===== src/hdl/polynomial_sample_correction_unit_defines.svh =====
// ----------------------------------------------------------------------------
// Polynomial sample correction: assertion macros
// Shared check macros, clocked on clk and held off while arst_n is low.
// ----------------------------------------------------------------------------
`ifndef POLYNOMIAL_SAMPLE_CORRECTION_UNIT_DEFINES_SVH
`define POLYNOMIAL_SAMPLE_CORRECTION_UNIT_DEFINES_SVH

// Same-cycle implication check
`define PSC_CHECK(label, ante, cons) \
	label: assert property (@(posedge clk) disable iff (!arst_n) (ante) |-> (cons)) \
		else $error("psc check failed");

// Next-cycle implication check
`define PSC_CHECK_NEXT(label, ante, cons) \
	label: assert property (@(posedge clk) disable iff (!arst_n) (ante) |=> (cons)) \
		else $error("psc next-cycle check failed");

`endif


===== src/hdl/psc_pkg.sv =====
// ----------------------------------------------------------------------------
// psc_pkg
// Widths, register codes and shared types of the polynomial correction unit.
// ----------------------------------------------------------------------------
`timescale 1ns / 1ps
`default_nettype none

package psc_pkg;

	localparam int MAX_DEGREE = 9;
	localparam int FRAC_BITS  = 16;
	localparam int DATA_W     = 32;
	localparam int PROD_W     = 2 * DATA_W;
	localparam int SUM_W      = PROD_W - FRAC_BITS + 1;
	localparam int NUM_COEF   = MAX_DEGREE + 1;
	localparam int NUM_PAIRS  = (NUM_COEF + 1) / 2;
	localparam int DEG_W      = 4;
	localparam int IDX_W      = 3;
	localparam int CFG_W      = 64;

	localparam logic signed [PROD_W-1:0] ROUND_HALF = PROD_W'(1) <<< (FRAC_BITS - 1);
	localparam logic signed [SUM_W-1:0]  SAT_MAX = SUM_W'((64'sd1 <<< (DATA_W - 1)) - 1);
	localparam logic signed [SUM_W-1:0]  SAT_MIN = -(SUM_W'(64'sd1 <<< (DATA_W - 1)));
	localparam logic [DATA_W-1:0]        COEF_ONE = DATA_W'(1) << FRAC_BITS;
	localparam logic [DEG_W-1:0]         DEG_MIN = DEG_W'(1);
	localparam logic [DEG_W-1:0]         DEG_MAX = DEG_W'(MAX_DEGREE);

	typedef enum logic [IDX_W-1:0] {
		REG_DEGREE      = 3'd0,
		REG_COEF_PAIR_0 = 3'd1,
		REG_COEF_PAIR_1 = 3'd2,
		REG_COEF_PAIR_2 = 3'd3,
		REG_COEF_PAIR_3 = 3'd4,
		REG_COEF_PAIR_4 = 3'd5
	} cfg_reg_t;

	typedef logic [NUM_COEF-1:0][DATA_W-1:0] coef_arr_t;

	// Beat travelling from one Horner cell to the next
	typedef struct packed {
		logic                     vld;
		logic signed [DATA_W-1:0] acc;
		logic signed [DATA_W-1:0] x;
		logic                     ovf;
		logic                     last;
	} cell_bus_t;

endpackage

`default_nettype wire


===== src/hdl/psc_cfg.sv =====
// ----------------------------------------------------------------------------
// psc_cfg
// Configuration registers: clamped degree and five coefficient pairs.
// ----------------------------------------------------------------------------
`timescale 1ns / 1ps
`default_nettype none

module psc_cfg import psc_pkg::*; (
	input  wire logic             clk,
	input  wire logic             arst_n,
	input  wire logic             wr_en,
	input  wire logic [IDX_W-1:0] wr_index,
	input  wire logic [CFG_W-1:0] wr_data,
	output logic      [DEG_W-1:0] degree,
	output coef_arr_t             coefs
);

	logic [DEG_W-1:0]                  degree_q;
	logic [NUM_PAIRS-1:0][CFG_W-1:0]   pairs_q;
	logic [DEG_W-1:0]                  deg_clamped;
	logic [DEG_W-1:0]                  deg_raw;

	// Clamp degree into 1..MAX_DEGREE
	always_comb begin
		deg_raw = wr_data[DEG_W-1:0];
		if (deg_raw < DEG_MIN) begin
			deg_clamped = DEG_MIN;
		end else if (deg_raw > DEG_MAX) begin
			deg_clamped = DEG_MAX;
		end else begin
			deg_clamped = deg_raw;
		end
	end

	// Reset to the identity: c1 = 1.0 in the upper half of pair 0, all else 0
	always_ff @(posedge clk or negedge arst_n) begin
		if (!arst_n) begin
			degree_q <= DEG_MIN;
			pairs_q  <= {{((NUM_PAIRS-1)*CFG_W){1'b0}}, COEF_ONE, {DATA_W{1'b0}}};
		end else if (wr_en) begin
			case (cfg_reg_t'(wr_index))
				REG_DEGREE:      degree_q   <= deg_clamped;
				REG_COEF_PAIR_0: pairs_q[0] <= wr_data;
				REG_COEF_PAIR_1: pairs_q[1] <= wr_data;
				REG_COEF_PAIR_2: pairs_q[2] <= wr_data;
				REG_COEF_PAIR_3: pairs_q[3] <= wr_data;
				REG_COEF_PAIR_4: pairs_q[4] <= wr_data;
				default: ;
			endcase
		end
	end

	always_comb begin
		for (int i = 0; i < NUM_COEF; i++) begin
			coefs[i] = pairs_q[i / 2][(i % 2) * DATA_W +: DATA_W];
		end
	end

	assign degree = degree_q;

endmodule

`default_nettype wire


===== config.mk =====
export PLATFORM = sky130hd
export DESIGN_NAME = psc_cfg
export DESIGN_NICKNAME = d
export VERILOG_FILES = /design/src/hdl/polynomial_sample_correction_unit_defines.svh /design/src/hdl/psc_pkg.sv /design/src/hdl/psc_cfg.sv
export SDC_FILE = /design/constraint.sdc
export NUM_CORES = 1
export LEC_CHECK = 0
export BUFFER_PORTS_ARGS = -buffer_cell sky130_fd_sc_hd__clkbuf_2
export CORE_ASPECT_RATIO = 1.4
export CORE_MARGIN = 3
export CORE_UTILIZATION = 44
export DETAILED_ROUTE_END_ITERATION = 8
export PLACE_DENSITY = 0.76
export SLEW_MARGIN = 40
export SYNTH_ARGS = -nofsm -noshare
export SYNTH_HDL_FRONTEND = slang
export SYNTH_SLANG_ARGS = --single-unit

===== constraint.sdc =====
create_clock -name clk -period 0.8 [get_ports clk]
set_input_delay 0.08 -clock clk [delete_from_list [all_inputs] [get_ports clk]]
set_output_delay 0.08 -clock clk [all_outputs]
set_load 0.02 [all_outputs]

Word-level counts from Yosys, hierarchy flattened

Index checks and enable logic that the tools add are counted.

Logic and storage cells: 22
Input bits: 70
Flip-flop bits (word level): 324
Output and inout port bits: 324

Magnitude comparators: 2
Reduce and logical (&&, ||, !) cells: 7
Eq/ne operators: 5
Muxes and demuxes: 2

Operators with widths:

| kind                                                                  | number |
|---|---|
| 2-bit AND reduction                                                   | 6 |
| 4-bit 2-to-1 mux                                                      | 2 |
| 3-bit by 2-bit == test with 1-bit output (second input constant)      | 2 |
| 3-bit == test (second input constant)                                 | 2 |
| 4-bit > comparator (second input constant)                            | 1 |
| 4-bit by 1-bit < comparator with 1-bit output (second input constant) | 1 |
| 3-bit by 1-bit == test with 1-bit output (second input constant)      | 1 |
| 3-bit zero test                                                       | 1 |

Longest topological paths before layout

Depth after elaboration: 3
Gate-level depth with buffers: 4
Depth with buffers taken out: 3

Worst setup path before layout

Ideal clock, no wire load.

Path kind: input to register
From: input port wr_en
To: register pairs_q (netlist bit coefs[196])
Required time: 675 ps
Arrival time: 1041 ps
Stages on the path: 4
Setup time: 125 ps
Path slack: -366 ps
Buffers on the path: 1
Cells stage by stage: nand2_1 > nor3_4 > buf_6 > mux2_2

Word-level cells in the longest chain between the ends: 1

Ends and longest elaborated chain:

| element                              | RTL line      | source |
|---|---|---|
| start: declaration                   | psc_cfg.sv:11 | `input wire logic wr_en,` |
| 2-bit AND reduction (no source line) | -             |  |
| end signal: assignment               | psc_cfg.sv:39 | `pairs_q <= {{((NUM_PAIRS-1)*CFG_W){1'b0}}, COEF_ONE, {DATA_W{1'b0}}};` |
| end: declaration                     | psc_cfg.sv:19 | `logic [NUM_PAIRS-1:0][CFG_W-1:0] pairs_q;` |

Every way passes these cells.
A chain may end at the register's enable or synchronous reset.

Worst setup path in the final report

From: register pairs_q (netlist bit coefs[48])
To: output port coefs[48] (netlist bit)

RTL lines:

| element          | RTL line      | source |
|---|---|---|
| end: declaration | psc_cfg.sv:15 | `output coef_arr_t coefs` |

No word-level cell between the ends.

==> run metrics <==
DR pass1 iterations 6; Slowest-stage cell, CP dfstp_2; critical path peak fanout 2; Setup crit end kind output pin; critical path cell sequence buf_8; Pwr Density approximately 3000 mW/mm^2; WS Path Type register to output pin; synthesized cell area 0.0122 sq mm; design area between 0.02 and 0.025 sq mm; Num Clock Sinks ~320; CP Data Required Time between 0.7 and 0.8 ns; layout cell share with drive strength beyond 1 a little under three quarters; CTS tree yes; CP max stage delay ~0.56 ns; CTS Hold Bufs 65; WP data arrival ~1.2 ns; Clk pin slew, worst setup/hold paths roughly 0.080 ns; Cell variety after synth 17; residual DRC count 0; Worst R2R Path Depth 3; vias roughly 9,300; Tcrit/Tclk final 165%; failing checks hold timing, setup timing; # port buffers slightly below 400; total core area between 0.02 and 0.03 sq mm; Util after Layout 81.4%; Leak Pwr 10.7 nW; final WL about 48,000 microns; status finished, violations left; multiplexer area fraction after synthesis ~30%; hold slack -0.0580 ns; die span in y 203 microns; fin cells 1,779; Final nets roughly 1,500; largest family of logic cells by synthesized area multiplexers; Starting Density around 45%; DR vias/cell between 5 and 6; Max Transition Viols Final 0; post-synthesis xor/xnor area fraction 0%; Clock Skews 0 ns; adder-cell share of the synthesized area 0%; most frequent cells in the layout 314 x dfrtp_1, 299 x buf_6, 200 x mux2_4; Worst Setup Start Kind register; die area 0.0297 sq mm; R2R setup slack -0.24 ns; Slew @ Worst Pin around 0.32 ns; max cap viols 0; placed standard-cell area approximately 0.016 sq mm; post-synthesis compound-gate area fraction less than 1%; Max Fclk 756 MHz; Simple-Gate Fraction of Synth Area less than 1%; root buffer cell clkbuf_16; # rows 71; CTS Buffer Depth 3; Seq/Total Area, Yosys about two thirds; register area roughly 0.0081 sq mm; commonest non-fill, non-tap cell in the layout dfrtp_1; r2r endpoint coefs[113]; vias in the first global route just under 10,000; synthesized net count roughly 770; Yosys warning total 0; placed insts ~1,500; setup ws final -0.522 ns; synth-to-layout area growth 80.9%; RSZ-0062 raised after global routing true; # IOs roughly 400; mean cell area of the mapped netlist between 15 and 20 sq um; Place WS -0.632 ns; multi-input logic area about 0.0045 sq mm; routed wire length per instance approximately 27 microns; total CTS buffers 30; Final Hold Fails 10; WP buf/inv 1; cell count after synthesis 699; Antenna Nets Post-Route 0; worst IR drop on VDD 2.72 mV; pin count of the biggest net entering global routing 57; Die Width around 150 microns; first-pass GRT wire length 60,100 microns; filler cell count 1,239; Clock Latency Late Sink ~0.56 ns; Post-DP HPWL 23,300 microns; initial antenna violation count 2; Min-Delay Path Class input pin to asynchronous set/reset pin; TNS Setup -148.61 ns; CP delay by family, top flip-flops; FF-to-FF Start coefs[113]; 1st-iter DRT viols slightly above 400; Final GP Congestion approximately 0.80; crit path time final 1.32 ns; slew margin rel. 78.7%; Total Routing Usage GR about 26%; FF+latch count, synth around 320; total grt overflow 0; Setup Viol. Count Final 536; H-tree depth 1
[routing by layer]
| layer | wire length [microns] | GRT usage, % |
|---|---|---|
| met1 | 16600 | 29.3 |
| met4 | 3390 | 14.0 |
| met5 | 0 | 0 |
| met3 | 2550 | 5.16 |
| met2 | 25900 | 46.2 |
[through the flow]
step	hold slack (ns)	total power [mW]
after floorplan	-0.216	31.0
after global placement	-0.0785	36.7
after detailed placement	-0.0800	37.1
after CTS	-0.0672	58.5
after global routing	-0.0454	67.8
final	-0.0580	66.0
[Yosys cell counts]
cell,instances,area [sq um]
or4b_1,1,10.0
nand4b_1,2,17.5
nor3_4,1,16.3
nand2_1,4,15.0
mux2_2,315,3550
mux2_4,1,15.0
buf_6,20,225
o21a_1,1,7.51
dfrtp_1,322,8060
and4bb_2,2,25.0
mux2_1,5,56.3
nor3_1,2,10.0
dfstp_2,2,52.6
nand2b_1,2,12.5
clkbuf_1,1,3.75
o21ai_0,3,15.0
buf_2,15,75.1
[repair_timing]
item / 4_1_cts / 5_1_grt
buffers inserted: 101 / 120
resized for setup: 332 / 767
endpoints found under the hold margin: 648 / 10
pin swaps: 0 / 1
endpoints found under the setup margin: 382 / 532
gates cloned: 1 / 0
[layout make-up]
| cell class | instances | share of cell area [%] |
|---|---|---|
| flip-flops and latches | 324 | 36.9 |
| repair buffers | 693 | 35.2 |
| multi-input cells | 339 | 20.5 |
| clock buffers | 40 | 3.95 |
| well taps | 365 | 2.08 |
| clock inverters | 16 | 1.32 |
| diodes | 2 | 0.0228 |
[state kept, by name, indices dropped and copies added, names as in the netlist]
signal	cells
degree	4
coefs	320
[how the worst max path moves through the flow]
| stage | start | to | slack, ns | cells past startpoint |
|---|---|---|---|---|
| finish | coefs[48] | coefs[48] | -0.52 | 1 |
| global placement | wr_index[2] | coefs[285] | -0.63 | 6 |
| detailed placement | wr_index[2] | coefs[285] | -0.63 | 6 |
| CTS | degree[0] | degree[0] | -0.56 | 1 |
| floorplan | wr_index[1] | coefs[196] | -0.35 | 3 |
| global route | coefs[286] | coefs[286] | -0.55 | 2 |
[cell families after synthesis]
group,after synthesis
buffers and inverters,36
flip-flops,324
AND/OR/NAND/NOR,14
AO/OA/AOI/OAI,4
multiplexers,321
[report_power, final]
| part | leakage [nW] | internal (mW) | switching, mW | total [mW] |
|---|---|---|---|---|
| logic | 6.21 | 15.0 | 10.4 | 25.4 |
| registers | 3.88 | 20.0 | 3.60 | 23.6 |
| clock network | 0.570 | 10.2 | 6.75 | 17.0 |
[worst register-to-register path, delay by kind of cell (launching register included)]
| kind | cells | cell delay [ns] |
|---|---|---|
| buffers and inverters | 2 | 0.24 |
| multiplexers | 1 | 0.26 |
| flip-flops | 1 | 0.43 |
(Power assumes the default switching activity.)
