## src/hdl/polynomial_sample_correction_unit_defines.svh

```systemverilog
// ----------------------------------------------------------------------------
// Polynomial sample correction: assertion macros
// Shared check macros, clocked on clk and held off while arst_n is low.
// ----------------------------------------------------------------------------
`ifndef POLYNOMIAL_SAMPLE_CORRECTION_UNIT_DEFINES_SVH
`define POLYNOMIAL_SAMPLE_CORRECTION_UNIT_DEFINES_SVH

// Same-cycle implication check
`define PSC_CHECK(label, ante, cons) \
	label: assert property (@(posedge clk) disable iff (!arst_n) (ante) |-> (cons)) \
		else $error("psc check failed");

// Next-cycle implication check
`define PSC_CHECK_NEXT(label, ante, cons) \
	label: assert property (@(posedge clk) disable iff (!arst_n) (ante) |=> (cons)) \
		else $error("psc next-cycle check failed");

`endif

```

## src/hdl/psc_pkg.sv

```systemverilog
// ----------------------------------------------------------------------------
// psc_pkg
// Widths, register codes and shared types of the polynomial correction unit.
// ----------------------------------------------------------------------------
`timescale 1ns / 1ps
`default_nettype none

package psc_pkg;

	localparam int MAX_DEGREE = 9;
	localparam int FRAC_BITS  = 16;
	localparam int DATA_W     = 32;
	localparam int PROD_W     = 2 * DATA_W;
	localparam int SUM_W      = PROD_W - FRAC_BITS + 1;
	localparam int NUM_COEF   = MAX_DEGREE + 1;
	localparam int NUM_PAIRS  = (NUM_COEF + 1) / 2;
	localparam int DEG_W      = 4;
	localparam int IDX_W      = 3;
	localparam int CFG_W      = 64;

	localparam logic signed [PROD_W-1:0] ROUND_HALF = PROD_W'(1) <<< (FRAC_BITS - 1);
	localparam logic signed [SUM_W-1:0]  SAT_MAX = SUM_W'((64'sd1 <<< (DATA_W - 1)) - 1);
	localparam logic signed [SUM_W-1:0]  SAT_MIN = -(SUM_W'(64'sd1 <<< (DATA_W - 1)));
	localparam logic [DATA_W-1:0]        COEF_ONE = DATA_W'(1) << FRAC_BITS;
	localparam logic [DEG_W-1:0]         DEG_MIN = DEG_W'(1);
	localparam logic [DEG_W-1:0]         DEG_MAX = DEG_W'(MAX_DEGREE);

	typedef enum logic [IDX_W-1:0] {
		REG_DEGREE      = 3'd0,
		REG_COEF_PAIR_0 = 3'd1,
		REG_COEF_PAIR_1 = 3'd2,
		REG_COEF_PAIR_2 = 3'd3,
		REG_COEF_PAIR_3 = 3'd4,
		REG_COEF_PAIR_4 = 3'd5
	} cfg_reg_t;

	typedef logic [NUM_COEF-1:0][DATA_W-1:0] coef_arr_t;

	// Beat travelling from one Horner cell to the next
	typedef struct packed {
		logic                     vld;
		logic signed [DATA_W-1:0] acc;
		logic signed [DATA_W-1:0] x;
		logic                     ovf;
		logic                     last;
	} cell_bus_t;

endpackage

`default_nettype wire

```

## src/hdl/psc_cell.sv

```systemverilog
// ----------------------------------------------------------------------------
// psc_cell
// One Horner step: multiply, round half up, add coefficient, saturate.
// ----------------------------------------------------------------------------
`timescale 1ns / 1ps
`default_nettype none

module psc_cell import psc_pkg::*; (
	input  wire logic              clk,
	input  wire logic              arst_n,
	input  wire logic              en,
	input  wire logic              active,
	input  wire logic [DATA_W-1:0] coef,
	input  wire cell_bus_t         bus_i,
	output cell_bus_t              bus_o
);

	logic                     vld_s1;
	logic signed [PROD_W-1:0] prod_s1;
	logic signed [DATA_W-1:0] x_s1;
	logic                     ovf_s1;
	logic                     last_s1;
	logic                     vld_s2;
	logic signed [DATA_W-1:0] acc_s2;
	logic signed [DATA_W-1:0] x_s2;
	logic                     ovf_s2;
	logic                     last_s2;

	logic signed [PROD_W-1:0] biased;
	logic signed [PROD_W-1:0] shifted;
	logic signed [SUM_W-1:0]  sum;
	logic signed [DATA_W-1:0] acc_next;
	logic                     sat;

	// Stage 1: product
	always_ff @(posedge clk or negedge arst_n) begin
		if (!arst_n) begin
			vld_s1 <= 1'b0;
		end else if (en) begin
			vld_s1 <= bus_i.vld;
		end
	end

	always_ff @(posedge clk) begin
		if (en) begin
			prod_s1 <= PROD_W'(bus_i.acc) * PROD_W'(bus_i.x);
			x_s1    <= bus_i.x;
			ovf_s1  <= bus_i.ovf;
			last_s1 <= bus_i.last;
		end
	end

	// Stage 2: round, add, saturate; idle cells load their own coefficient
	always_comb begin
		biased  = prod_s1 + ROUND_HALF;
		shifted = biased >>> FRAC_BITS;
		sum     = shifted[SUM_W-1:0] + SUM_W'($signed(coef));
		sat     = 1'b0;
		if (sum > SAT_MAX) begin
			acc_next = SAT_MAX[DATA_W-1:0];
			sat      = 1'b1;
		end else if (sum < SAT_MIN) begin
			acc_next = SAT_MIN[DATA_W-1:0];
			sat      = 1'b1;
		end else begin
			acc_next = sum[DATA_W-1:0];
		end
		if (!active) begin
			acc_next = $signed(coef);
			sat      = 1'b0;
		end
	end

	always_ff @(posedge clk or negedge arst_n) begin
		if (!arst_n) begin
			vld_s2 <= 1'b0;
		end else if (en) begin
			vld_s2 <= vld_s1;
		end
	end

	always_ff @(posedge clk) begin
		if (en) begin
			acc_s2  <= acc_next;
			x_s2    <= x_s1;
			ovf_s2  <= ovf_s1 | sat;
			last_s2 <= last_s1;
		end
	end

	assign bus_o = {vld_s2, acc_s2, x_s2, ovf_s2, last_s2};

endmodule

`default_nettype wire

```

## config.mk

```make
export PLATFORM = sky130hd
export DESIGN_NAME = psc_cell
export DESIGN_NICKNAME = d
export VERILOG_FILES = /design/src/hdl/polynomial_sample_correction_unit_defines.svh /design/src/hdl/psc_pkg.sv /design/src/hdl/psc_cell.sv
export SDC_FILE = /design/constraint.sdc
export NUM_CORES = 2
export LEC_CHECK = 0
export BUFFER_PORTS_ARGS = -buffer_cell sky130_fd_sc_hd__buf_4
export CORE_MARGIN = 5
export CORE_UTILIZATION = 44
export DETAILED_ROUTE_END_ITERATION = 7
export PLACE_DENSITY = 0.62
export SLEW_MARGIN = 40
export SYNTH_ARGS = -nofsm -noshare
export SYNTH_HDL_FRONTEND = slang
export SYNTH_SLANG_ARGS = --single-unit
```

## constraint.sdc

```tcl
create_clock -name clk -period 6.7 [get_ports clk]
set_input_delay 0.67 -clock clk [delete_from_list [all_inputs] [get_ports clk]]
set_output_delay 0.67 -clock clk [all_outputs]
set_load 0.02 [all_outputs]
```

**Yosys cells after proc, flatten, opt, wreduce, memory -nomap -nowiden**

Index checks and enable logic that the tools add are counted.

- Flip-flop bits (word level): 166
- Output and inout port bits: 67

- Add/sub/neg operators: 2
- $mul: 1
- Order comparisons: 2
- Multiplexer cells: 6
- Bitwise logic cells: 1

Operators with widths:

| kind | number |
|---|---|
| $mux 32 | 3 |
| $add 64x17->64 const B | 1 |
| $mul 32x32->64 | 1 |
| $add 48x32->49 | 1 |
| $gt 49x32->1 const B | 1 |
| $lt 49x32->1 const B | 1 |
| $mux 1 | 3 |
| $or 1x1->1 | 1 |

**Logic depth before layout (Yosys ltp)**

- Depth in word-level cells: 7
- Mapped depth: 28
- Gate-level depth less buffers: 27

**Least setup slack after synthesis**

OpenSTA, ideal clock, no wires.

- Path kind: in2reg
- Start: input bus_i[65] (netlist bit)
- End: register prod_s1[63] (data pin)
- Setup time: 0.260 ns
- Arrival time: 8.005 ns
- Path slack: -1.565 ns
- Stages: 28
- Path buffers: 1
- Path through: clkbuf_1 -> nand2_1 -> inv_1 -> fa_1 -> inv_1 -> fa_1 -> inv_1 -> fa_1 -> fa_1 -> inv_1 -> fa_1 -> inv_1 -> fa_1 -> inv_1 -> fa_1 -> inv_1 -> fa_1 -> ha_1 -> a21o_1 -> a21o_1 -> a21oi_1 -> o21ai_0 -> a31o_2 -> or2_2 -> a21o_1 -> a21oi_1 -> o211ai_1 -> xnor2_1

- Longest elaborated chain between the ends: 1

Ends and longest elaborated chain:

| item | line | RTL |
|---|---|---|
| start: declaration | psc_cell.sv:14 | `input wire cell_bus_t bus_i,` |
| $mul 32x32->64 | psc_cell.sv:46 | `prod_s1 <= PROD_W'(bus_i.acc) * PROD_W'(bus_i.x);` |
| end signal: assignment | psc_cell.sv:46 |  |
| end: declaration | psc_cell.sv:19 | `logic signed [PROD_W-1:0] prod_s1;` |

No other way between the ends.
A chain may end at the register's enable or synchronous reset.

**Worst setup path in the final report**

Ends and elaborated chain as after synthesis.

==> flow_summary.toml <==
[placed_design]
globalplace.congestion = 0.9198
dpl_worst_slack_ps = -1340
dp.final_hpwl_mm = 106.6
place.port_buffers = 169

[layout]
seq_area_mm2 = 0.004524
final_net_count = 6458
drive_above_1_share = 0.1962
layout_commonest_cell = "fa_1"
multi_input_area_mm2 = 0.03705
areaGrowthSynthToFinish_pct = 19.39
final_cell_mix = "fa_1, inv_1, nand2_1"
n_fill_cell = 9111

[global_routing]
grtUsageTotal = 0.2383
grt-ovfl-total = 0
grt_max_degree = 69
grt_antenna_before_repair = 3
grt_pass1_vias = 36050
grt_pass1_wl_mm = 201.6

[sta]
layout_setup_ws_ps = -571.5
period_minus_slack_ps = 7272
drv_slew = 0
fin_crit_sh = 1.085
worstMarginPinSlew_ps = 837.8
hold_viol_final = 0
max_freq_mhz = 137.5
finalClockSkew_ps = 25.58
grt_setup_unrepaired = "true"
slew_headroom = 0.4363
setup_violations = 40

[clock_network]
cts_buffers = 17
h-tree-depth = 4
cts_num_sinks = 151
cts_tree = "done"
clk_latency_ps = 510
cts.clk_slew.worst_paths_ps = 80
cts_max_path_buffers = 2
cts_root_buffer = "clkbuf_16"

[logic_synthesis]
yosys_warnings = 0
synth_edf_count = 149
synth_area_per_cell_um2 = 9.677
ys.flop_type = "edfxtp_1"
synth_cells = 4625
syn_nets = 6039
syn-cell-area_mm2 = 0.04476
yosysSeqAreaShare = 0.1011
ys_seq_elements = 151
synth_cell_types = 82
async_reset_ff_frac = 0.01325

[critical_path]
path_common_cell = "fa_1"
cp-end-kind = "flip-flop"
crit_type = "in2reg"
path_buf_inv = 8
cp_data_arrival_time_ps = 7520
cp-start-kind = "input port"
cp_slowest_cell = "fa_2"
crit_required_ps = 6950
cp_top_family = "adder cells"
critPathMaxFanout = 6
critPathMaxStageDelay_ps = 590

[flow_run]
max_cap_viol_count = 0

[die]
rows = 117
die_y_um = 328.9
core-area_mm2 = 0.1014
fp.dieW_um = 328.9
pin_count = 170
die-area_mm2 = 0.1082
initial_core_util = 0.4412

[drt]
drt_iter0_drc = 2268
routed_wl_mm = 125.7
ant_nets = 0
wl_per_cell_um = 19.55
post_drt_via_cell_ratio = 5.157
drc = 0
vias = 33140
firstDrtPassIters = 5

[hold_path]
min_path_type = "in2reg"

[outcome]
violations = "setup timing"
outcome = "finished, violations left"
==> final timing paths <==
path / start / to / slack (ps) / cells past startpoint
max in group asynchronous: arst_n / vld_s1$_DFFE_PN0P_ / 6130 / 2
min reg2reg: x_s1[14]$_DFFE_PP_ / x_s2[14]$_DFFE_PP_ / 420 / 0
max: bus_i[65] / prod_s1[63]$_DFFE_PP_ / -570 / 28
min: bus_i[0] / last_s1$_DFFE_PP_ / 340 / 1
min in group asynchronous: arst_n / vld_s2$_DFFE_PN0P_ / 490 / 2
max reg2reg: prod_s1[20]$_DFFE_PP_ / acc_s2[12]$_DFFE_PP_ / 540 / 21
==> Yosys cell counts, drive strengths merged, types with 6 or more instances <==
library cell	instances	area share
a211o	9	0.0018
a211oi	18	0.0035
a21boi	7	0.0012
a21o	46	0.0077
a21oi	96	0.011
a31oi	12	0.0017
and2	517	0.072
and3	18	0.0025
and4	9	0.0018
buf	17	0.0025
clkbuf	216	0.018
edfxtp	149	0.10
fa	1082	0.48
ha	229	0.064
inv	968	0.081
nand2	590	0.050
nand2b	13	0.0018
nand3	45	0.0050
nand4	34	0.0048
nor2	99	0.0083
nor2b	15	0.0021
nor3	31	0.0035
nor4	6	0.0015
o211ai	11	0.0018
o21a	14	0.0023
o21ai	98	0.011
o21bai	14	0.0023
o311ai	17	0.0048
or3	15	0.0021
xnor2	93	0.018
xor2	44	0.0086
==> kinds of logic after synthesis <==
group / Yosys count / synth area share
fa+ha+maj: 1311 / 0.5480
compound gates: 402 / 0.06128
simple gates: 1416 / 0.1596
mux: 5 / 0.001174
flops: 151 / 0.1011
buf+inv: 1203 / 0.1020
xor+xnor: 137 / 0.02681
==> state kept, by name, summed over array words and instances (netlist names) <==
name and cells:
last_s1 1, x_s1 32, vld_s2 1, vld_s1 1, last_s2 1, ovf_s2 1
ovf_s1 1, prod_s1 49, x_s2 32, acc_s2 32
==> stage by stage <==
step	cell area, um2	hold slack [ps]	util	TNS [ps]	cells
2_1_floorplan	45660	374.4	-	-12960	4625
4_1_cts	52360	295.2	0.5162	-11710	6397
3_3_place_gp	50640	400.9	0.4992	-43150	6334
3_5_place_dp	50660	404.5	0.4993	-42980	6334
6_report	53440	341.8	0.5267	-13080	6426
5_1_grt	53430	303.4	0.5267	-19880	6425
==> routing by layer <==
layer | GRT usage | wire length [um] | up-vias | share of wire
met2 | 0.3791 | 57680 | 1099 | 0.46
li1 | - | - | 14790 | -
met1 | 0.3486 | 56010 | 17110 | 0.45
met5 | 0 | 0 | - | 0
met4 | 0.04976 | 2787 | 0 | 0.022
met3 | 0.03888 | 9174 | 143 | 0.073
==> timing repair <==
action	in CTS	in global routing
hold endpoints to repair	2	0
buffers inserted	31	36
setup endpoints to repair	40	65
gates resized for setup	220	209
pin swaps	104	152
cloned	1	2
hold buffers	1	0
==> final cells by class <==
class                           instances  area share
Multi-Input combinational cell       3271      0.6934
Timing Repair Buffer                  633      0.1104
Sequential cell                       151     0.08467
Inverter                              970     0.06830
Tap cell                             1368     0.03203
Clock buffer                           17    0.007961
Clock inverter                         15    0.003278
Antenna cell                            1  0.00004683
Power is left out: the tool's default activity adds up to more than one toggle a clock period on the data nets, which glitch-free logic cannot reach.
